$ cat src/design/cau_queue.sv
// Short first-in first-out queue between the front end and the back end.
// Standalone; generic width and depth.
module cau_queue #(
    parameter int DATA_W = 8,
    parameter int DEPTH  = 4,
    localparam int AW = $clog2(DEPTH)
) (
    input  logic              i_clk,
    input  logic              i_rst_n,
    input  logic              i_valid,
    input  logic [DATA_W-1:0] i_data,
    output logic              o_ready,
    output logic              o_valid,
    output logic [DATA_W-1:0] o_data,
    input  logic              i_ready
);

    logic [DATA_W-1:0] r_mem [DEPTH];
    logic [AW-1:0]     r_wr;
    logic [AW-1:0]     r_rd;
    logic [AW:0]       r_cnt;
    logic              push;
    logic              pop;

    assign o_ready = (r_cnt != (AW+1)'(DEPTH));
    assign o_valid = (r_cnt != '0);
    assign o_data  = r_mem[r_rd];
    assign push    = i_valid && o_ready;
    assign pop     = o_valid && i_ready;

    always_ff @(posedge i_clk) begin
        if (!i_rst_n) begin
            r_wr  <= '0;
            r_rd  <= '0;
            r_cnt <= '0;
        end else begin
            if (push) begin
                r_wr <= (r_wr == AW'(DEPTH - 1)) ? '0 : r_wr + 1'b1;
            end
            if (pop) begin
                r_rd <= (r_rd == AW'(DEPTH - 1)) ? '0 : r_rd + 1'b1;
            end
            if (push && !pop) begin
                r_cnt <= r_cnt + 1'b1;
            end else if (pop && !push) begin
                r_cnt <= r_cnt - 1'b1;
            end
        end
    end

    always_ff @(posedge i_clk) begin
        if (push) begin
            r_mem[r_wr] <= i_data;
        end
    end

endmodule

$ cat config.mk
export PLATFORM = sky130hd
export DESIGN_NAME = cau_queue
export DESIGN_NICKNAME = d
export VERILOG_FILES = /design/src/design/cau_queue.sv
export SDC_FILE = /design/constraint.sdc
export NUM_CORES = 1
export LEC_CHECK = 0
export BUFFER_PORTS_ARGS = -buffer_cell sky130_fd_sc_hd__buf_2
export CAP_MARGIN = 20
export CORE_ASPECT_RATIO = 0.9
export CORE_MARGIN = 2
export CORE_UTILIZATION = 40
export CTS_BUF_LIST = sky130_fd_sc_hd__clkbuf_16
export CTS_CLUSTER_SIZE = 16
export DETAILED_ROUTE_END_ITERATION = 16
export PLACE_DENSITY = 0.69
export SKIP_LAST_GASP = 1
export SYNTH_ARGS = -nofsm -noshare
export SYNTH_HDL_FRONTEND = slang
export SYNTH_SLANG_ARGS = --single-unit
export TNS_END_PERCENT = 10
$ cat constraint.sdc
create_clock -name i_clk -period 6.8 [get_ports i_clk]
set_input_delay 1.36 -clock i_clk [delete_from_list [all_inputs] [get_ports i_clk]]
set_output_delay 1.36 -clock i_clk [all_outputs]
set_load 0.01 [all_outputs]
---- After elaboration in Yosys (flattened, before gate mapping) ----
Memory sizes are Yosys's and may differ from the RTL's. A register that Yosys moved wholly into a read port is not among the register bits.
Cells that the tools add are included.
Widths: inputs -> output; s select.
word-level totals
  latch bits .............................. 0
  logic and storage cells ................. 27
  input bits .............................. 12
  bits in read-only memories .............. 0
  output and inout port bits .............. 10
  memories ................................ 1
  bits in registers ....................... 7
  RAM bits ................................ 32
memory list
  name   depth  bits a word  read ports  clocked after Yosys merged registers in  write ports  line  RTL
  r_mem  4      8            1           1                                        1            18    logic [DATA_W-1:0] r_mem [DEPTH];
cells by class
  shifts and indexed selects .............. 0
  add/subtract/negate cells ............... 4
  divide/modulo/power cells ............... 0
  multipliers ............................. 0
  reductions and logical operators ........ 8
  eq/ne operators ......................... 3
  magnitude comparators ................... 0
  muxes and demuxes ....................... 8
  bitwise logic cells ..................... 0
operators with widths
  kind                 number
  $mux 2               4
  $mux 3               2
  $add 2x1->2 const B  2
  $eq 2x2->1 const B   2
  $logic_and 1x1->1    4
  $add 3x1->3 const B  1
  $ne 3x3->1 const B   1
  $reduce_bool 3->1    1
  $sub 3x1->3 const B  1
  $logic_not 1->1      2
  $mux 1               2
  $reduce_bool 2->1    1

---- Longest topological paths before layout ----
Gate-level depths: netlist (run 1).
  depth in word-level cells ............... 6
  mapped depth ............................ 9
  mapped depth without buffers ............ 8

---- Least setup slack after synthesis (run 1) ----
No wires, ideal clock.
  path type ............................... input to register
  from .................................... in i_ready
  to ...................................... reg r_cnt[2]
  path buffers ............................ 0
  library setup time ...................... 0.076 ns
  data required time ...................... 6.724 ns
  stages on the path ...................... 7
  arrival ................................. 2.824 ns
  setup slack ............................. 3.900 ns
  cells stage by stage .................... o31ai_1 -> ha_1 -> inv_1 -> fa_1 -> xor2_1 -> or3_2 -> a21boi_0
on the way
  longest elaborated chain between the ends .. 4
  elaborated cells between the ends (all ways) .. 6
  classes of those cells .................. 1 x mux; 5 x reduce/logical
ends and longest elaborated chain
  element                                      line  RTL
  start, declared                              15    input logic i_ready
  $logic_and 1x1->1 *                          29    assign pop = o_valid && i_ready;
  $logic_not 1->1                              43    if (push && !pop) begin
  $logic_and 1x1->1                            43
  $mux 3 or $reduce_bool 2->1 (tied branches)  --
  end signal, assigned                         44    r_cnt <= r_cnt + 1'b1;
  end signal, assigned                         46    r_cnt <= r_cnt - 1'b1;
  end, declared                                21    logic [AW:0] r_cnt;
Every way passes the cells marked *; elsewhere a longest branch is shown, timed or not.
A chain may end at the register's enable or synchronous reset.

==> results_dict.tcl, run 1 <==
set metrics [dict create \
    synthArstFlopShare_pct 0 \
    postRouteWirelength_mm 2.59 \
    ir_worst_vdd_mv 0.170 \
    critPathKind "flop to primary output" \
    clock-sinks 41 \
    synth_warnings 0 \
    synthCells 93 \
    core_um2 3990 \
    finalWorstSetupSlack_ps 3740 \
    clk_pin_slew_ps 50 \
    tightest_slew_ps 573 \
    drc_errors 0 \
    cts-htree-levels 2 \
    hold_path.class "flop to flop" \
    drt-vias-per-instance 5.08 \
    place_ws_ps 3650 \
    yosys.area.top_type_share_pct 58.8 \
    p_sw_w 0.000204 \
    post_cts_buffers 0 \
    overflow 0 \
    placed_area_um2 1780 \
    drtIter0Drc 30 \
    grt_max_degree 14 \
    p_sw_share_pct 26.2 \
    clk_path_buf_depth 2 \
    final_cell_mix "32 x edfxtp_1, 21 x buf_2, 9 x dfxtp_1" \
    multi_input_area_um2 465 \
    synthTopCellsByArea "edfxtp_1 59%, dfxtp_1 11%, mux4_2 11%, ha_1 4.6%, and3_2 1.8%" \
    cts_root_buffer "clkbuf_16" \
    slew_violations 0 \
    synthMuxAreaShare_pct 12.2 \
    avgSynthCellArea_um2 17.6 \
    drive_gt1_share_pct 36.4 \
    synthAdderAreaFrac_pct 5.81 \
    slew_headroom_pct 61.5 \
    synth-seq-cells 41 \
    final_cell_area_um2 1950 \
    cts_hold_buf 0 \
    synth_compound_area_share_pct 2.14 \
    cts_inserted_buffers 5 \
    clkPwrFrac_pct 33.3 \
    synth_area_um2 1640 \
    grt_pass1_vias 918 \
    path_cells "mux4_2 -> buf_2" \
    layout.nets 136 \
    cts_resized 0 \
    skew_ps 5.91 \
    fmax_mhz 327 \
    diodes 0 \
    power_leakage_nw 0.712 \
    seqCellArea_um2 1140 \
    avgRoutedWirePerCell_um 15.6 \
    antenna_found_initial 0 \
    post-route-period-util_pct 45.0 \
    cts_tree "done" \
    p_comb_share_pct 22.6 \
    dp_hpwl_mm 1.83 \
    cp_max_fo 8 \
    critPathSlowestCell "dfxtp_1" \
    fillers 347 \
    seqPwrFrac_pct 44.1 \
    yosysSeqAreaShare_pct 69.8 \
    layout-area-overhead-vs-synth_pct 19.2 \
    track_usage_pct 13.0 \
    synth_ff_type "edfxtp_1" \
    power.density_nw_per_um2 400 \
    r2r_start "r_cnt[0]$_SDFFE_PN0P_" \
    synth_top_family_by_area "multiplexers" \
    synth_edf_count 32 \
    die_h_um 64.7 \
    clk-insertion-delay-late_ps 280 \
    dieArea_um2 4620 \
    tns_ps 0 \
    numPortBuffers 21 \
    hold_viol 0 \
    start_util_pct 41.0 \
    crit_path_end_kind "primary output" \
    synth_cell_types 26 \
    drtPass1Iterations 3 \
    synth_xor_xnor_area_share_pct 1.07 \
    synthSimpleGateAreaFrac_pct 7.19 \
    setup_viol 0 \
    vias 844 \
    start_kind "flop" \
    rsz0062_at_grt "no" \
    max_stage_delay_ps 680 \
    hold_ws_ps 504 \
    arrival_ps 1700 \
    cp.required_ps 5440 \
    fp-row-count 22 \
    final_common_cell "edfxtp_1" \
    postRouteAntennaNets 0 \
    p_int_w 0.000575 \
    gp_congestion 0.739 \
    synth_area_leader_cell "edfxtp_1" \
    dieWidth_um 71.4 \
    drv_cap 0 \
    hp-start "r_wr[1]$_SDFFE_PN0P_" \
    status "finished clean" \
    syn_nets 112 \
    io_pins 22 \
    period_minus_slack_ps 3060 \
    grt_pass1_wl_mm 4.24 \
]
==> critical path, delay by kind of cell (launching register included) <==
kind,cells,cell delay (ps)
buf+inv,1,150
flops,1,680
mux,1,580
==> state kept, by name, summed over array words and instances, names as in the netlist, named ones only <==
signal,flops
r_rd,2
r_cnt,3
r_mem,32
r_wr,2
==> layer usage <==
metal | GRT usage [%] | part of all wire [%] | up-vias
met3 | 5.91 | 5.9 | 8
met2 | 21.3 | 48 | 24
met5 | 0 | 0 | -
li1 | - | - | 401
met4 | 6.37 | 2.7 | 0
met1 | 14.3 | 43 | 411
==> kinds of logic (layout without fill, tap and decap cells) <==
logic type / after synthesis / in the layout
flops: 41 / 41
simple gates: 20 / 20
mux: 10 / 10
fa+ha+maj: 7 / 7
buf+inv: 7 / 32
compound gates: 6 / 6
xor+xnor: 2 / 2
==> path summary, 6_finish.rpt <==
kind	end	slack [ps]	cells after the start
max reg2reg	r_cnt[2]$_SDFFE_PN0P_	4370	7
min reg2reg	r_wr[1]$_SDFFE_PN0P_	500	2
min	r_wr[1]$_SDFFE_PN0P_	500	2
max	o_data[5]	3740	2
==> stage by stage <==
| stage | util (%) | std cells | total power [W] |
|---|---|---|---|
| final | 48.8 | 166 | 0.000779 |
| after global routing | 48.8 | 166 | 0.000823 |
| after global placement | 44.7 | 158 | 0.000520 |
| after floorplan | - | 93 | 0.000471 |
| after detailed placement | 44.7 | 158 | 0.000530 |
| after CTS | 48.8 | 166 | 0.000792 |
==> cell type report <==
cell class / count / area share (%)
multi-input cells: 45 / 23.9
repair buffers: 21 / 5.39
well taps: 48 / 3.08
clock buffers: 5 / 6.42
clock inverters: 3 / 2.12
inverters: 3 / 0.578
flip-flops and latches: 41 / 58.5
==> power by group through the flow <==
stage	registers [W]	clock network, W	logic (W)
after floorplan	0.000329	0	0.000142
after global placement	0.000346	0	0.000174
after detailed placement	0.000351	0	0.000180
after CTS	0.000346	0.000265	0.000181
after global routing	0.000351	0.000277	0.000195
final	0.000343	0.000260	0.000176
==> Yosys cell counts (all sizes together) (2+ instances only) <==
master and n:
edfxtp 32, dfxtp 9, mux4 8, ha 6, nand2 5, and3 4, o21ai 4, inv 3
and2 2, buf 2, clkbuf 2, mux2i 2, nand3 2, nor2 2, or3 2
(Power assumes the default switching activity.)
==> inputs of run 2 (changes only) <==
--- a/config.mk
+++ b/config.mk
@@ -13,7 +13,7 @@
 export CTS_BUF_LIST = sky130_fd_sc_hd__clkbuf_16
 export CTS_CLUSTER_SIZE = 16
 export DETAILED_ROUTE_END_ITERATION = 16
-export PLACE_DENSITY = 0.69
+export PLACE_DENSITY = 0.71
 export SKIP_LAST_GASP = 1
 export SYNTH_ARGS = -nofsm -noshare
 export SYNTH_HDL_FRONTEND = slang
==> constraint.sdc (replaced) <==
create_clock -name i_clk -period 2.5 [get_ports i_clk]
set_input_delay 0.5 -clock i_clk [delete_from_list [all_inputs] [get_ports i_clk]]
set_output_delay 0.5 -clock i_clk [all_outputs]
set_load 0.01 [all_outputs]
==> run 2 against run 1 <==
Critical path depth up 6. Global-route usage down 0.25 points. Core utilization down 0.47 points. Sequential share of layout area up 0.57 points.
==> results_dict.tcl, run 2 (same netlist as run 1, synthesis figures left out) <==
set metrics [dict create \
    start_util_pct 41.0 \
    status "finished clean" \
    post_cts_buffers 0 \
    max_stage_delay_ps 440 \
    fp-row-count 22 \
    ir_worst_vdd_mv 0.555 \
    start_kind "flop" \
    critPathKind "flop to flop" \
    rsz0062_at_grt "no" \
    place_ws_ps 108 \
    drv_cap 0 \
    postRouteWirelength_mm 2.58 \
    diodes 0 \
    cts_root_buffer "clkbuf_16" \
    final_cell_area_um2 1930 \
    arrival_ps 2560 \
    path_cells "or3b_1 -> and2_4 -> ha_1 -> inv_1 -> fa_1 -> xor2_1 -> or3_2 -> a21boi_0" \
    hold_viol 0 \
    die_h_um 64.7 \
    drtIter0Drc 39 \
    skew_ps 3.57 \
    slew_violations 0 \
    cts_tree "done" \
    period_minus_slack_ps 2360 \
    cp_max_fo 7 \
    layout.nets 136 \
    drc_errors 0 \
    postRouteAntennaNets 0 \
    grt_pass1_wl_mm 4.22 \
    critPathSlowestCell "dfxtp_1" \
    largest_register_ffs 32 \
    post-route-period-util_pct 94.2 \
    drive_gt1_share_pct 37.3 \
    final_cell_mix "32 x edfxtp_1, 21 x buf_2, 9 x dfxtp_1" \
    reg.largest.list "r_mem x32, r_cnt x3" \
    cts_resized 0 \
    tightest_slew_ps 541 \
    cts_hold_buf 0 \
    io_pins 22 \
    hold_ws_ps 433 \
    drtPass1Iterations 4 \
    cts_inserted_buffers 5 \
    gp_congestion 0.674 \
    fmax_mhz 425 \
    dieWidth_um 71.4 \
    slew_headroom_pct 63.9 \
    clock-sinks 41 \
    finalWorstSetupSlack_ps 145 \
    layout-area-overhead-vs-synth_pct 18.1 \
    overflow 0 \
    clk_path_buf_depth 2 \
    fillers 341 \
    power_leakage_nw 0.705 \
    vias 848 \
    avgRoutedWirePerCell_um 15.5 \
    power.density_nw_per_um2 1060 \
    setup_viol 0 \
    regMostFlops "r_mem" \
    cp.required_ps 2700 \
    grt_max_degree 14 \
    seqCellArea_um2 1140 \
    clk-insertion-delay-late_ps 280 \
    cts-htree-levels 2 \
    drt-vias-per-instance 5.11 \
    multi_input_area_um2 470 \
    core_um2 3990 \
    hold_path.class "input pin to flop" \
    crit_path_end_kind "flop" \
    final_common_cell "edfxtp_1" \
    antenna_found_initial 0 \
    total_power_w 0.00204 \
    grt_pass1_vias 863 \
    dieArea_um2 4620 \
    placed_area_um2 1780 \
    clk_pin_slew_ps 60 \
    tns_ps 0 \
    dp_hpwl_mm 1.75 \
    numPortBuffers 21 \
    track_usage_pct 12.8 \
]
-- run 2: cell count changes in the layout (fill, tap and decap cells not counted) --
cell,previous run,this run
clkinv_2,0,1
clkinv_4,0,1
bufinv_16,1,0
o31ai_1,1,0
o31ai_2,0,1
clkinvlp_4,1,0
-- run 2: worst paths after layout --
path	from	endpoint	slack [ps]	cells past startpoint
worst max register to register	r_cnt[0]$_SDFFE_PN0P_	r_cnt[2]$_SDFFE_PN0P_	140	8
worst min-delay path	i_data[7]	r_mem[0][7]$_DFFE_PP_	430	1
worst max-delay path	r_cnt[0]$_SDFFE_PN0P_	r_cnt[2]$_SDFFE_PN0P_	140	8
worst min register to register	r_wr[1]$_SDFFE_PN0P_	r_wr[1]$_SDFFE_PN0P_	520	2
-- run 2: cell type report --
type	count	share of cell area [%]
clock inverters	3	0.907
well taps	48	3.11
multi-input cells	45	24.4
inverters	3	0.583
flip-flops and latches	41	59.1
repair buffers	21	5.44
clock buffers	5	6.48
-- run 2: per-layer routing --
layer	share of wire (%)	up-vias	routed length, µm	GRT usage (%)
met1	44	415	1140	14.5
li1	-	403	-	-
met5	0	-	0	0
met4	2.0	0	51	5.66
met3	5.8	5	150	5.13
met2	48	25	1230	21.2
-- run 2: metrics by stage --
step / util, % / instances
4_1_cts: 48.2 / 166
2_1_floorplan: - / 93
3_5_place_dp: 44.7 / 158
5_1_grt: 48.4 / 166
3_3_place_gp: 44.7 / 158
6_report: 48.4 / 166
-- run 2: critical path, delay by kind of cell (launching register included) --
family                     cells  cell delay [ps]
and+or+nand+nor                3              870
adders and majority gates      2              560
DFF                            1              440
AOI/OAI and AO/OA              1              180
xor gates and xnor gates       1              160
buffers and inverters          1               70
-- run 2: power by group --
group | total, W | internal, W | leakage (nW) | switching, W
clock network | 0.000613 | 0.000366 | 0.0712 | 0.000247
logic | 0.000495 | 0.000261 | 0.267 | 0.000235
registers | 0.000934 | 0.000841 | 0.367 | 0.0000933
total | 0.00204 | 0.00147 | 0.705 | 0.000575
