$ cat config.mk
export PLATFORM = sky130hd
export DESIGN_NAME = cau_front_flat
export DESIGN_NICKNAME = d
export VERILOG_FILES = /design/src/design/cau_pkg.sv /design/src/design/cau_if.sv /design/src/design/cau_front.sv /design/src/flat_wrapper.sv
export SDC_FILE = /design/constraint.sdc
export NUM_CORES = 1
export LEC_CHECK = 0
export BUFFER_PORTS_ARGS = -buffer_cell sky130_fd_sc_hd__buf_2
export CAP_MARGIN = 15
export CORE_AREA = 2 2 106 108
export DETAILED_ROUTE_END_ITERATION = 10
export DIE_AREA = 0 0 108 110
export GPL_TIMING_DRIVEN = 0
export HOLD_SLACK_MARGIN = 0.05
export MAX_ROUTING_LAYER = met4
export PLACE_DENSITY_LB_ADDON = 0.08
export SYNTH_ARGS = -nofsm -noshare
export SYNTH_HDL_FRONTEND = slang
export SYNTH_SLANG_ARGS = --single-unit
$ cat constraint.sdc
create_clock -name i_clk -period 8.9 [get_ports i_clk]
set_input_delay 0.445 -clock i_clk [delete_from_list [all_inputs] [get_ports i_clk]]
set_output_delay 0.445 -clock i_clk [all_outputs]
set_load 0.1 [all_outputs]
$ cat src/design/cau_pkg.sv
// Shared types and codes for the complex arithmetic unit.
// Holds the operation codes and the decoded operation flags; no dependencies.
package cau_pkg;

    localparam int MODE_W = 3;

    typedef enum logic [MODE_W-1:0] {
        MODE_ADD  = 3'd0,
        MODE_SUB  = 3'd1,
        MODE_MUL  = 3'd2,
        MODE_DIV  = 3'd3,
        MODE_CONJ = 3'd4,
        MODE_NEG  = 3'd5,
        MODE_ABS2 = 3'd6,
        MODE_ABS  = 3'd7
    } t_mode;

    // Decoded operation, one flag per operation.
    typedef struct packed {
        logic add;
        logic sub;
        logic mul;
        logic div;
        logic conj;
        logic neg;
        logic abs2;
        logic mag;
    } t_op;

endpackage

$ cat src/design/cau_if.sv
// Request and result channel interfaces for the complex arithmetic unit.
// Depends on cau_pkg for the mode width.
interface cau_req_if import cau_pkg::*; #(parameter int WORD_WIDTH = 32) ();
    logic                         valid;
    logic                         ready;
    logic [MODE_W-1:0]            mode;
    logic signed [WORD_WIDTH-1:0] a_re;
    logic signed [WORD_WIDTH-1:0] a_im;
    logic signed [WORD_WIDTH-1:0] b_re;
    logic signed [WORD_WIDTH-1:0] b_im;

    modport source (output valid, mode, a_re, a_im, b_re, b_im, input ready);
    modport sink   (input valid, mode, a_re, a_im, b_re, b_im, output ready);
endinterface


$ cat src/design/cau_front.sv
// Front end: accepts requests, decodes the mode and holds one request.
// Depends on cau_pkg and cau_req_if.
module cau_front import cau_pkg::*; #(
    parameter int WORD_WIDTH = 32,
    localparam int ITEM_W = $bits(t_op) + 4 * WORD_WIDTH
) (
    input  logic              i_clk,
    input  logic              i_rst_n,
    cau_req_if.sink           i_req,
    output logic              o_valid,
    output logic [ITEM_W-1:0] o_item,
    input  logic              i_ready
);

    logic              r_v;
    logic [ITEM_W-1:0] r_item;
    t_op               n_op;

    always_comb begin
        n_op = '0;
        unique case (t_mode'(i_req.mode))
            MODE_ADD:  n_op.add  = 1'b1;
            MODE_SUB:  n_op.sub  = 1'b1;
            MODE_MUL:  n_op.mul  = 1'b1;
            MODE_DIV:  n_op.div  = 1'b1;
            MODE_CONJ: n_op.conj = 1'b1;
            MODE_NEG:  n_op.neg  = 1'b1;
            MODE_ABS2: n_op.abs2 = 1'b1;
            default:   n_op.mag  = 1'b1;
        endcase
    end

    // The holding register refills in the same cycle that it drains.
    assign i_req.ready = !r_v || i_ready;

    always_ff @(posedge i_clk) begin
        if (!i_rst_n) begin
            r_v <= 1'b0;
        end else if (i_req.ready) begin
            r_v <= i_req.valid;
        end
    end

    always_ff @(posedge i_clk) begin
        if (i_req.ready && i_req.valid) begin
            r_item <= {n_op, i_req.a_re, i_req.a_im, i_req.b_re, i_req.b_im};
        end
    end

    assign o_valid = r_v;
    assign o_item  = r_item;

endmodule

$ cat src/flat_wrapper.sv
// flat-port wrapper written by rule: the top's interface ports become plain ports
module cau_front_flat import cau_pkg::*;
#(
    parameter int WORD_WIDTH = 32,
    localparam int ITEM_W = $bits(t_op) + 4 * WORD_WIDTH
)
  (i_clk, i_rst_n, o_valid, o_item, i_ready, i_req_valid, i_req_mode, i_req_a_re, i_req_a_im, i_req_b_re, i_req_b_im, i_req_ready);
  cau_req_if #(.WORD_WIDTH(WORD_WIDTH)) i_req_i ();
  input  logic i_clk;
  input  logic i_rst_n;
  output logic o_valid;
  output logic [ITEM_W-1:0] o_item;
  input  logic i_ready;
  input wire logic [$bits(i_req_i.valid)-1:0] i_req_valid;
  input wire logic [$bits(i_req_i.mode)-1:0] i_req_mode;
  input wire logic [$bits(i_req_i.a_re)-1:0] i_req_a_re;
  input wire logic [$bits(i_req_i.a_im)-1:0] i_req_a_im;
  input wire logic [$bits(i_req_i.b_re)-1:0] i_req_b_re;
  input wire logic [$bits(i_req_i.b_im)-1:0] i_req_b_im;
  output wire logic [$bits(i_req_i.ready)-1:0] i_req_ready;
  assign i_req_i.valid = i_req_valid;
  assign i_req_i.mode = i_req_mode;
  assign i_req_i.a_re = i_req_a_re;
  assign i_req_i.a_im = i_req_a_im;
  assign i_req_i.b_re = i_req_b_re;
  assign i_req_i.b_im = i_req_b_im;
  assign i_req_ready = i_req_i.ready;
  cau_front #(.WORD_WIDTH(WORD_WIDTH)) u_core (.i_clk(i_clk), .i_rst_n(i_rst_n), .i_req(i_req_i), .o_valid(o_valid), .o_item(o_item), .i_ready(i_ready));
endmodule
# Word-level counts from Yosys, hierarchy flattened
# Index checks and enable logic that the tools add are counted.
[classes] div_mod_pow=0 magnitude_cmp=0 n_eq_ne=6 add_sub_neg=0 mux=8 n_shift=0 n_reduce_logical=5 bitwise_logic=0 mul=0
[op_table] op="$eq 3x3->1 const B" n=3
[op_table] op="$mux 1" n=8
[op_table] op="$reduce_or 7->1" n=1
[op_table] op="$eq 3x2->1 const B" n=2
[op_table] op="$eq 3x1->1 const B" n=1
[op_table] op="$logic_not 3->1" n=1
[op_table] op="$logic_and 1x1->1" n=1
[op_table] op="$logic_not 1->1" n=1
[op_table] op="$logic_or 1x1->1" n=1
[totals] latch_bits=0 rom_bits=0 mem_bits_rw=0 in_bits=135 register_bits=137 mem_count=0 elab_cells=21 out_inout_bits=138

# Longest topological paths before layout
# Gate-level depths: netlist of run 1.
[logic_depth] depth_word=3 depth_mapped=2 depth_no_buf=2

# Worst setup path before layout of run 1
# Ideal clock, no wire load.
[synth_timing] kind="register to register" start="register u_core.r_v (netlist: u_core.o_valid)" end="register u_core.r_item[0] (netlist: u_core.o_item[0]) (enable)" t_required_ps=8389 path_buffers=0 setup_time_ps=511 stages_incl_launch_ff=3 period_less_slack_ps=4814 arrival_time_ps=4303 path_slack_ps=4086 cell_sequence="dfxtp_1 nand2b_4 and2_1"
[synth_between] elab_chain_cells=3
[synth_rtl] element="from (decl)" line="cau_front.sv:15" text="logic r_v;"
[synth_rtl] element="from (signal assigned)" line="cau_front.sv:40" text="r_v <= i_req.valid;"
[synth_rtl] element="$logic_not 1->1" line="cau_front.sv:34" text="assign i_req.ready = !r_v || i_ready;"
[synth_rtl] element="$logic_or 1x1->1" line="cau_front.sv:34"
[synth_rtl] element="named net i_req_ready" line="flat_wrapper.sv:20" text="output wire logic [$bits(i_req_i.ready)-1:0] i_req_ready;"
[synth_rtl] element="$logic_and 1x1->1" line="cau_front.sv:45" text="if (i_req.ready && i_req.valid) begin"
[synth_rtl] element="to (signal assigned)" line="cau_front.sv:46" text="r_item <= {n_op, i_req.a_re, i_req.a_im, i_req.b_re, i_req.b_im};"
[synth_rtl] element="to (decl)" line="cau_front.sv:16" text="logic [ITEM_W-1:0] r_item;"
# The timed path passes the listed nets, and every way through them passes these cells.
# A chain may end at the register's enable or synchronous reset.

# Final worst setup path of run 1
[layout_timing] start="register u_core.r_v (netlist: u_core.o_valid)" end="output port i_req_ready"
[layout_between] elab_chain_cells=2
[layout_rtl] element="$logic_not 1->1" line="cau_front.sv:34"
[layout_rtl] element="$logic_or 1x1->1" line="cau_front.sv:34"
[layout_rtl] element="to (decl)" line="flat_wrapper.sv:20"
# Every way passes these cells.

==> results of run 1 <==
[placed cells by master (no fill, tap or decap), types with 2 or more instances in the layout]
cell type   synthesis  layout
clkinv_1            0       5
clkinv_2            0       2
edfxtp_1          136     136
clkbuf_16           0      16
buf_16              0       2
and3b_2             2       2
clkinvlp_4          0       4
nor3b_1             3       3
bufinv_16           0       3
buf_2               0     272
[registers in the layout, summed over array words and instances (netlist names)]
| name | count |
|---|---|
| u_core.o_item | 136 |
| u_core.o_valid | 1 |
[worst paths after layout]
path,startpoint,to,slack [ns],cells after the start
worst max-delay path,u_core.o_valid$_SDFFE_PN0P_,i_req_ready,7.12,2
worst min register to register,u_core.o_valid$_SDFFE_PN0P_,u_core.o_valid$_SDFFE_PN0P_,0.53,2
worst min-delay path,i_req_a_re[6],u_core.o_item[102]$_DFFE_PP_,0.11,1
worst max register to register,u_core.o_valid$_SDFFE_PN0P_,u_core.o_item[67]$_DFFE_PP_,7.13,4
[cell type report]
| class | count | share of cell area |
|---|---|---|
| Timing Repair Buffer | 274 | 0.2226 |
| Multi-Input combinational cell | 12 | 0.01455 |
| Clock inverter | 15 | 0.02477 |
| Inverter | 1 | 0.0005899 |
| Clock buffer | 17 | 0.06508 |
| Tap cell | 140 | 0.02753 |
| Sequential cell | 137 | 0.6449 |
[power groups by stage]
stage	Combinational [mW]	Sequential (mW)	Clock [mW]
floorplan	0.0146	1.05	0
global placement	0.349	0.782	0
detailed placement	0.354	0.777	0
CTS	0.354	0.763	0.687
global route	0.362	0.766	0.717
finish	0.352	0.763	0.668
[routing by layer]
layer / up-vias / wire length [um] / GRT usage
met5: - / 0 / -
met4: 0 / 208 / 0.07509
met3: 18 / 1079 / 0.08289
met2: 164 / 4899 / 0.2642
met1: 1176 / 3475 / 0.1709
li1: 1195 / - / -
[worst reg2reg max path, stage by stage, from the launching register on]
cell      delay (ns)
dfxtp_1         0.34
nand2b_4        0.08
and2_4          0.36
buf_16          0.34
buf_16          0.31
[kinds of logic (layout without fill, tap and decap cells)]
logic type             count (synthesis)  in the layout
DFF                                  137            137
buffers and inverters                  1            307
and+or+nand+nor                       11             11
AOI/OAI and AO/OA                      1              1
==> results.json, run 1 <==
{
  "status": "finished clean",
  "tns_ns": 0,
  "synth_seq_area_share": 0.9776,
  "path_cells": "nand2b_4 > buf_2",
  "port-buffer-count": 272,
  "p_sw_mw": 0.5590,
  "synth_fp_nets": 285,
  "synth_top_cell_by_area": "edfxtp_1",
  "slew_headroom": 0.6579,
  "ios": 273,
  "synthAdderAreaFrac": 0,
  "regArea_mm2": 0.004104,
  "syn_avg_cell_area_um2": 27.99,
  "antenna_found_initial": 0,
  "ant_nets": 0,
  "grt_pass1_wl_um": 13320,
  "numCtsBuffers": 17,
  "tightestPinTransition_ns": 0.5167,
  "yosys.area_share.simple": 0.01967,
  "synth_top_family_by_area": "simple AND/OR/NAND/NOR gates",
  "yosysTopAreaCellShare": 0.9729,
  "synth_xor_xnor_area_share": 0,
  "yosys-top-cells-count": "edfxtp_1 (136), nor3b_1 (3), and3b_2 (2)",
  "num-fill-cells": 841,
  "cp.required_ns": 8.46,
  "synth.area.mux_share": 0,
  "cp_max_fo": 3,
  "p_leak_nw": 2.738,
  "synth_cell_types": 12,
  "critPathMaxStageDelay_ns": 0.42,
  "start_kind": "register",
  "power.share.sequential": 0.428,
  "rows": 38,
  "placedCellCount": 564,
  "wl_um": 9662,
  "wl_per_cell_um": 16.21,
  "slew_viol_final": 0,
  "clkPwrFrac": 0.374,
  "multi_input_area_um2": 92.59,
  "die_w_um": 108,
  "postLayoutCellArea_mm2": 0.006364,
  "path_clk_slew_ns": 0.06,
  "drive_gt1_frac": 0.6711,
  "p_per_area_mw_per_mm2": 280.2,
  "fin_cells": 596,
  "synth_compound_area_frac": 0.001788,
  "critical_path.slowest_cell": "buf_2",
  "clock.fmax_ghz": 0.5623,
  "die-area_mm2": 0.01188,
  "total_power_mw": 1.783,
  "p_comb_frac": 0.198,
  "core-area_mm2": 0.01070,
  "insertion_delay_ns": 0.50,
  "holdWs_ns": 0.1134,
  "gp_congestion": 0.7511,
  "min-delay-path-class": "input port to register",
  "holdBufCountCts": 0,
  "fin_ws_ns": 7.121,
  "synth_edf_count": 136,
  "cp_top_family": "buffers and inverters",
  "synthFlopType": "edfxtp_1",
  "period_minus_slack_ns": 1.779,
  "vias": 2553,
  "clock-sinks": 137,
  "start_util": 0.3924,
  "cap_viol_max_count": 0,
  "final_hold_viol_count": 0,
  "vias_per_cell": 4.284,
  "final_core_util": 0.5949,
  "timing.final.crit_share": 0.1998,
  "drtIter0Drc": 110,
  "ir_drop_v": 0.0001230,
  "syn_inst": 150,
  "die_y_um": 110,
  "rsz0062_at_grt": "false",
  "cts_root_buf": "clkbuf_8",
  "dp_hpwl_um": 7218,
  "drtPass1Iterations": 4,
  "ys_top_cells_by_area": "edfxtp_1 (97%), nor3b_1 (0.54%), and3b_2 (0.48%), dfxtp_1 (0.48%), nand2b_4 (0.33%)",
  "setup_viol": 0,
  "skew_ns": 0.003799,
  "area_delta_synth_final_pct": 51.59,
  "crit_arrival_ns": 1.33,
  "crit_type": "register to output pin",
  "yosys_warnings": 0,
  "htreeDepth": 4,
  "drt_drc_violations_left": 0,
  "async_reset_ff_frac": 0,
  "cts_resized": 0,
  "ys_seq_elements": 137,
  "diodes": 0,
  "nNetsFinal": 578,
  "critPathCaptureType": "output pin",
  "grt_pass1_vias": 2582,
  "cts_setup_buffers": 0,
  "clockBufferDepth": 2,
  "syn_area_mm2": 0.004198,
  "yosysMostFrequentCell": "edfxtp_1",
  "timing.critical_path.buf_inv": 1,
  "tritoncts": "done",
  "grt_util_all_layers": 0.1647,
  "preCtsSetupSlack_ns": 6.869,
  "place_area_mm2": 0.005792,
  "grt_max_degree": 61,
  "grt_overflow_total": 0,
  "internal_power_mw": 1.224,
  "switching_share": 0.3135
}
No activity file was read; power rests on OpenSTA's default activity.
==> inputs of run 2 (changes only) <==
- CORE_AREA: 2 2 106 108 -> not set
- CORE_ASPECT_RATIO: not set -> 1.1
- CORE_MARGIN: not set -> 2
- CORE_UTILIZATION: not set -> 37
- DIE_AREA: 0 0 108 110 -> not set
- clock period: 8.9 -> 1.52 ns (I/O delays scaled with it)
==> run 2 against run 1 <==
Synthesized area unchanged. Synthesized cell count unchanged. The flow now stops in clock tree synthesis (4_1_cts).
==> results.json, run 2 <==
{
  "yosysMostFrequentCell": "edfxtp_1",
  "holdBufCountCts": 122,
  "numCtsBuffers": 17,
  "ys_seq_elements": 137,
  "synth_seq_area_share": 0.9776,
  "yosys-top-cells-count": "edfxtp_1 (136), nor3b_1 (3), and3b_2 (2)",
  "synth_edf_count": 136,
  "port-buffer-count": 272,
  "ios": 273,
  "synth_cell_types": 12,
  "syn_inst": 150,
  "clock-sinks": 137,
  "cts_root_buf": "clkbuf_16",
  "syn_area_mm2": 0.004198,
  "yosys_warnings": 0,
  "yosysTopAreaCellShare": 0.9729,
  "cts_setup_buffers": 0,
  "tool.error": "[ERROR RSZ-0060] Max buffer count reached.",
  "synth_fp_nets": 285,
  "haltStage": "clock tree synthesis (4_1_cts)",
  "place_area_mm2": 0.005797,
  "gp_congestion": 0.7281,
  "ys_top_cells_by_area": "edfxtp_1 (97%), nor3b_1 (0.54%), and3b_2 (0.48%), dfxtp_1 (0.48%), nand2b_4 (0.33%)",
  "synthFlopType": "edfxtp_1",
  "cts_resized": 0,
  "rows": 40,
  "status": "did not finish",
  "die_w_um": 105.6,
  "htreeDepth": 4,
  "start_util": 0.3813,
  "syn_avg_cell_area_um2": 27.99,
  "async_reset_ff_frac": 0,
  "die_y_um": 115.7,
  "clockBufferDepth": 2,
  "synth_top_cell_by_area": "edfxtp_1"
}
-- run 2: cell counts after synthesis --
No cell type changed its count.
-- run 2: through the flow --
stage	util	setup slack (ns)	TNS (ns)	hold slack (ns)	std cells
after floorplan	-	-0.7158	-97.35	0.1749	150
after detailed placement	0.5265	-0.2618	-11.61	0.2541	571
after global placement	0.5222	-0.6237	-83.48	0.2522	569
-- run 2: cells by family after synthesis --
logic type | share of synthesized area
flip-flops | 0.9776
AND/OR/NAND/NOR | 0.01967
AO/OA/AOI/OAI | 0.001789
buffers and inverters | 0.0008933
==> inputs of run 3 (changes only) <==
- CORE_ASPECT_RATIO: 1.1 -> not set
- CORE_UTILIZATION: 37 -> 40
- HOLD_SLACK_MARGIN: 0.05 -> not set
- MAX_ROUTING_LAYER: met4 -> not set
- PLACE_DENSITY_LB_ADDON: 0.08 -> 0.15
- clock period: 1.52 -> 2 ns (I/O delays scaled with it)
==> run 3 against run 2 <==
The run again fails in clock tree synthesis (4_1_cts). Synthesized area is the same. Synthesized cell count did not move.
==> results.json, run 3 <==
{
  "status": "did not finish",
  "haltStage": "clock tree synthesis (4_1_cts)",
  "tool.error": "[ERROR RSZ-0060] Max buffer count reached.",
  "clock-sinks": 137,
  "port-buffer-count": 272,
  "cts_setup_buffers": 0,
  "synth_cell_types": 12,
  "holdBufCountCts": 119,
  "ys_seq_elements": 137,
  "synth_fp_nets": 285,
  "async_reset_ff_frac": 0,
  "syn_area_mm2": 0.004198,
  "yosysMostFrequentCell": "edfxtp_1",
  "cts_resized": 0,
  "preCtsSetupSlack_ns": 0.1901,
  "gp_congestion": 0.7635,
  "syn_inst": 150,
  "ys_top_cells_by_area": "edfxtp_1 (97%), nor3b_1 (0.54%), and3b_2 (0.48%), dfxtp_1 (0.48%), nand2b_4 (0.33%)",
  "synth_top_cell_by_area": "edfxtp_1",
  "synth_seq_area_share": 0.9776,
  "rows": 37,
  "yosys-top-cells-count": "edfxtp_1 (136), nor3b_1 (3), and3b_2 (2)",
  "dp_hpwl_um": 7144,
  "start_util": 0.4084,
  "die_w_um": 106.4,
  "yosysTopAreaCellShare": 0.9729,
  "synthFlopType": "edfxtp_1",
  "clockBufferDepth": 2,
  "synth_edf_count": 136,
  "cts_root_buf": "clkbuf_8",
  "syn_avg_cell_area_um2": 27.99,
  "yosys_warnings": 0,
  "numCtsBuffers": 17,
  "ios": 273,
  "die_y_um": 106.4,
  "htreeDepth": 4
}
## run 3: stage by stage
| stage | utilization | cells | hold slack, ns | instance area, um^2 |
|---|---|---|---|---|
| after floorplan | - | 150 | 0.1989 | 4204 |
| after global placement | 0.5581 | 558 | 0.2763 | 5736 |
| after detailed placement | 0.5627 | 560 | 0.2781 | 5783 |
## run 3: logic make-up after synthesis
kind of cell | count (synthesis) | synth area share
buf+inv | 1 | 0.0008933
compound gates | 1 | 0.001789
flops | 137 | 0.9776
simple gates | 11 | 0.01967
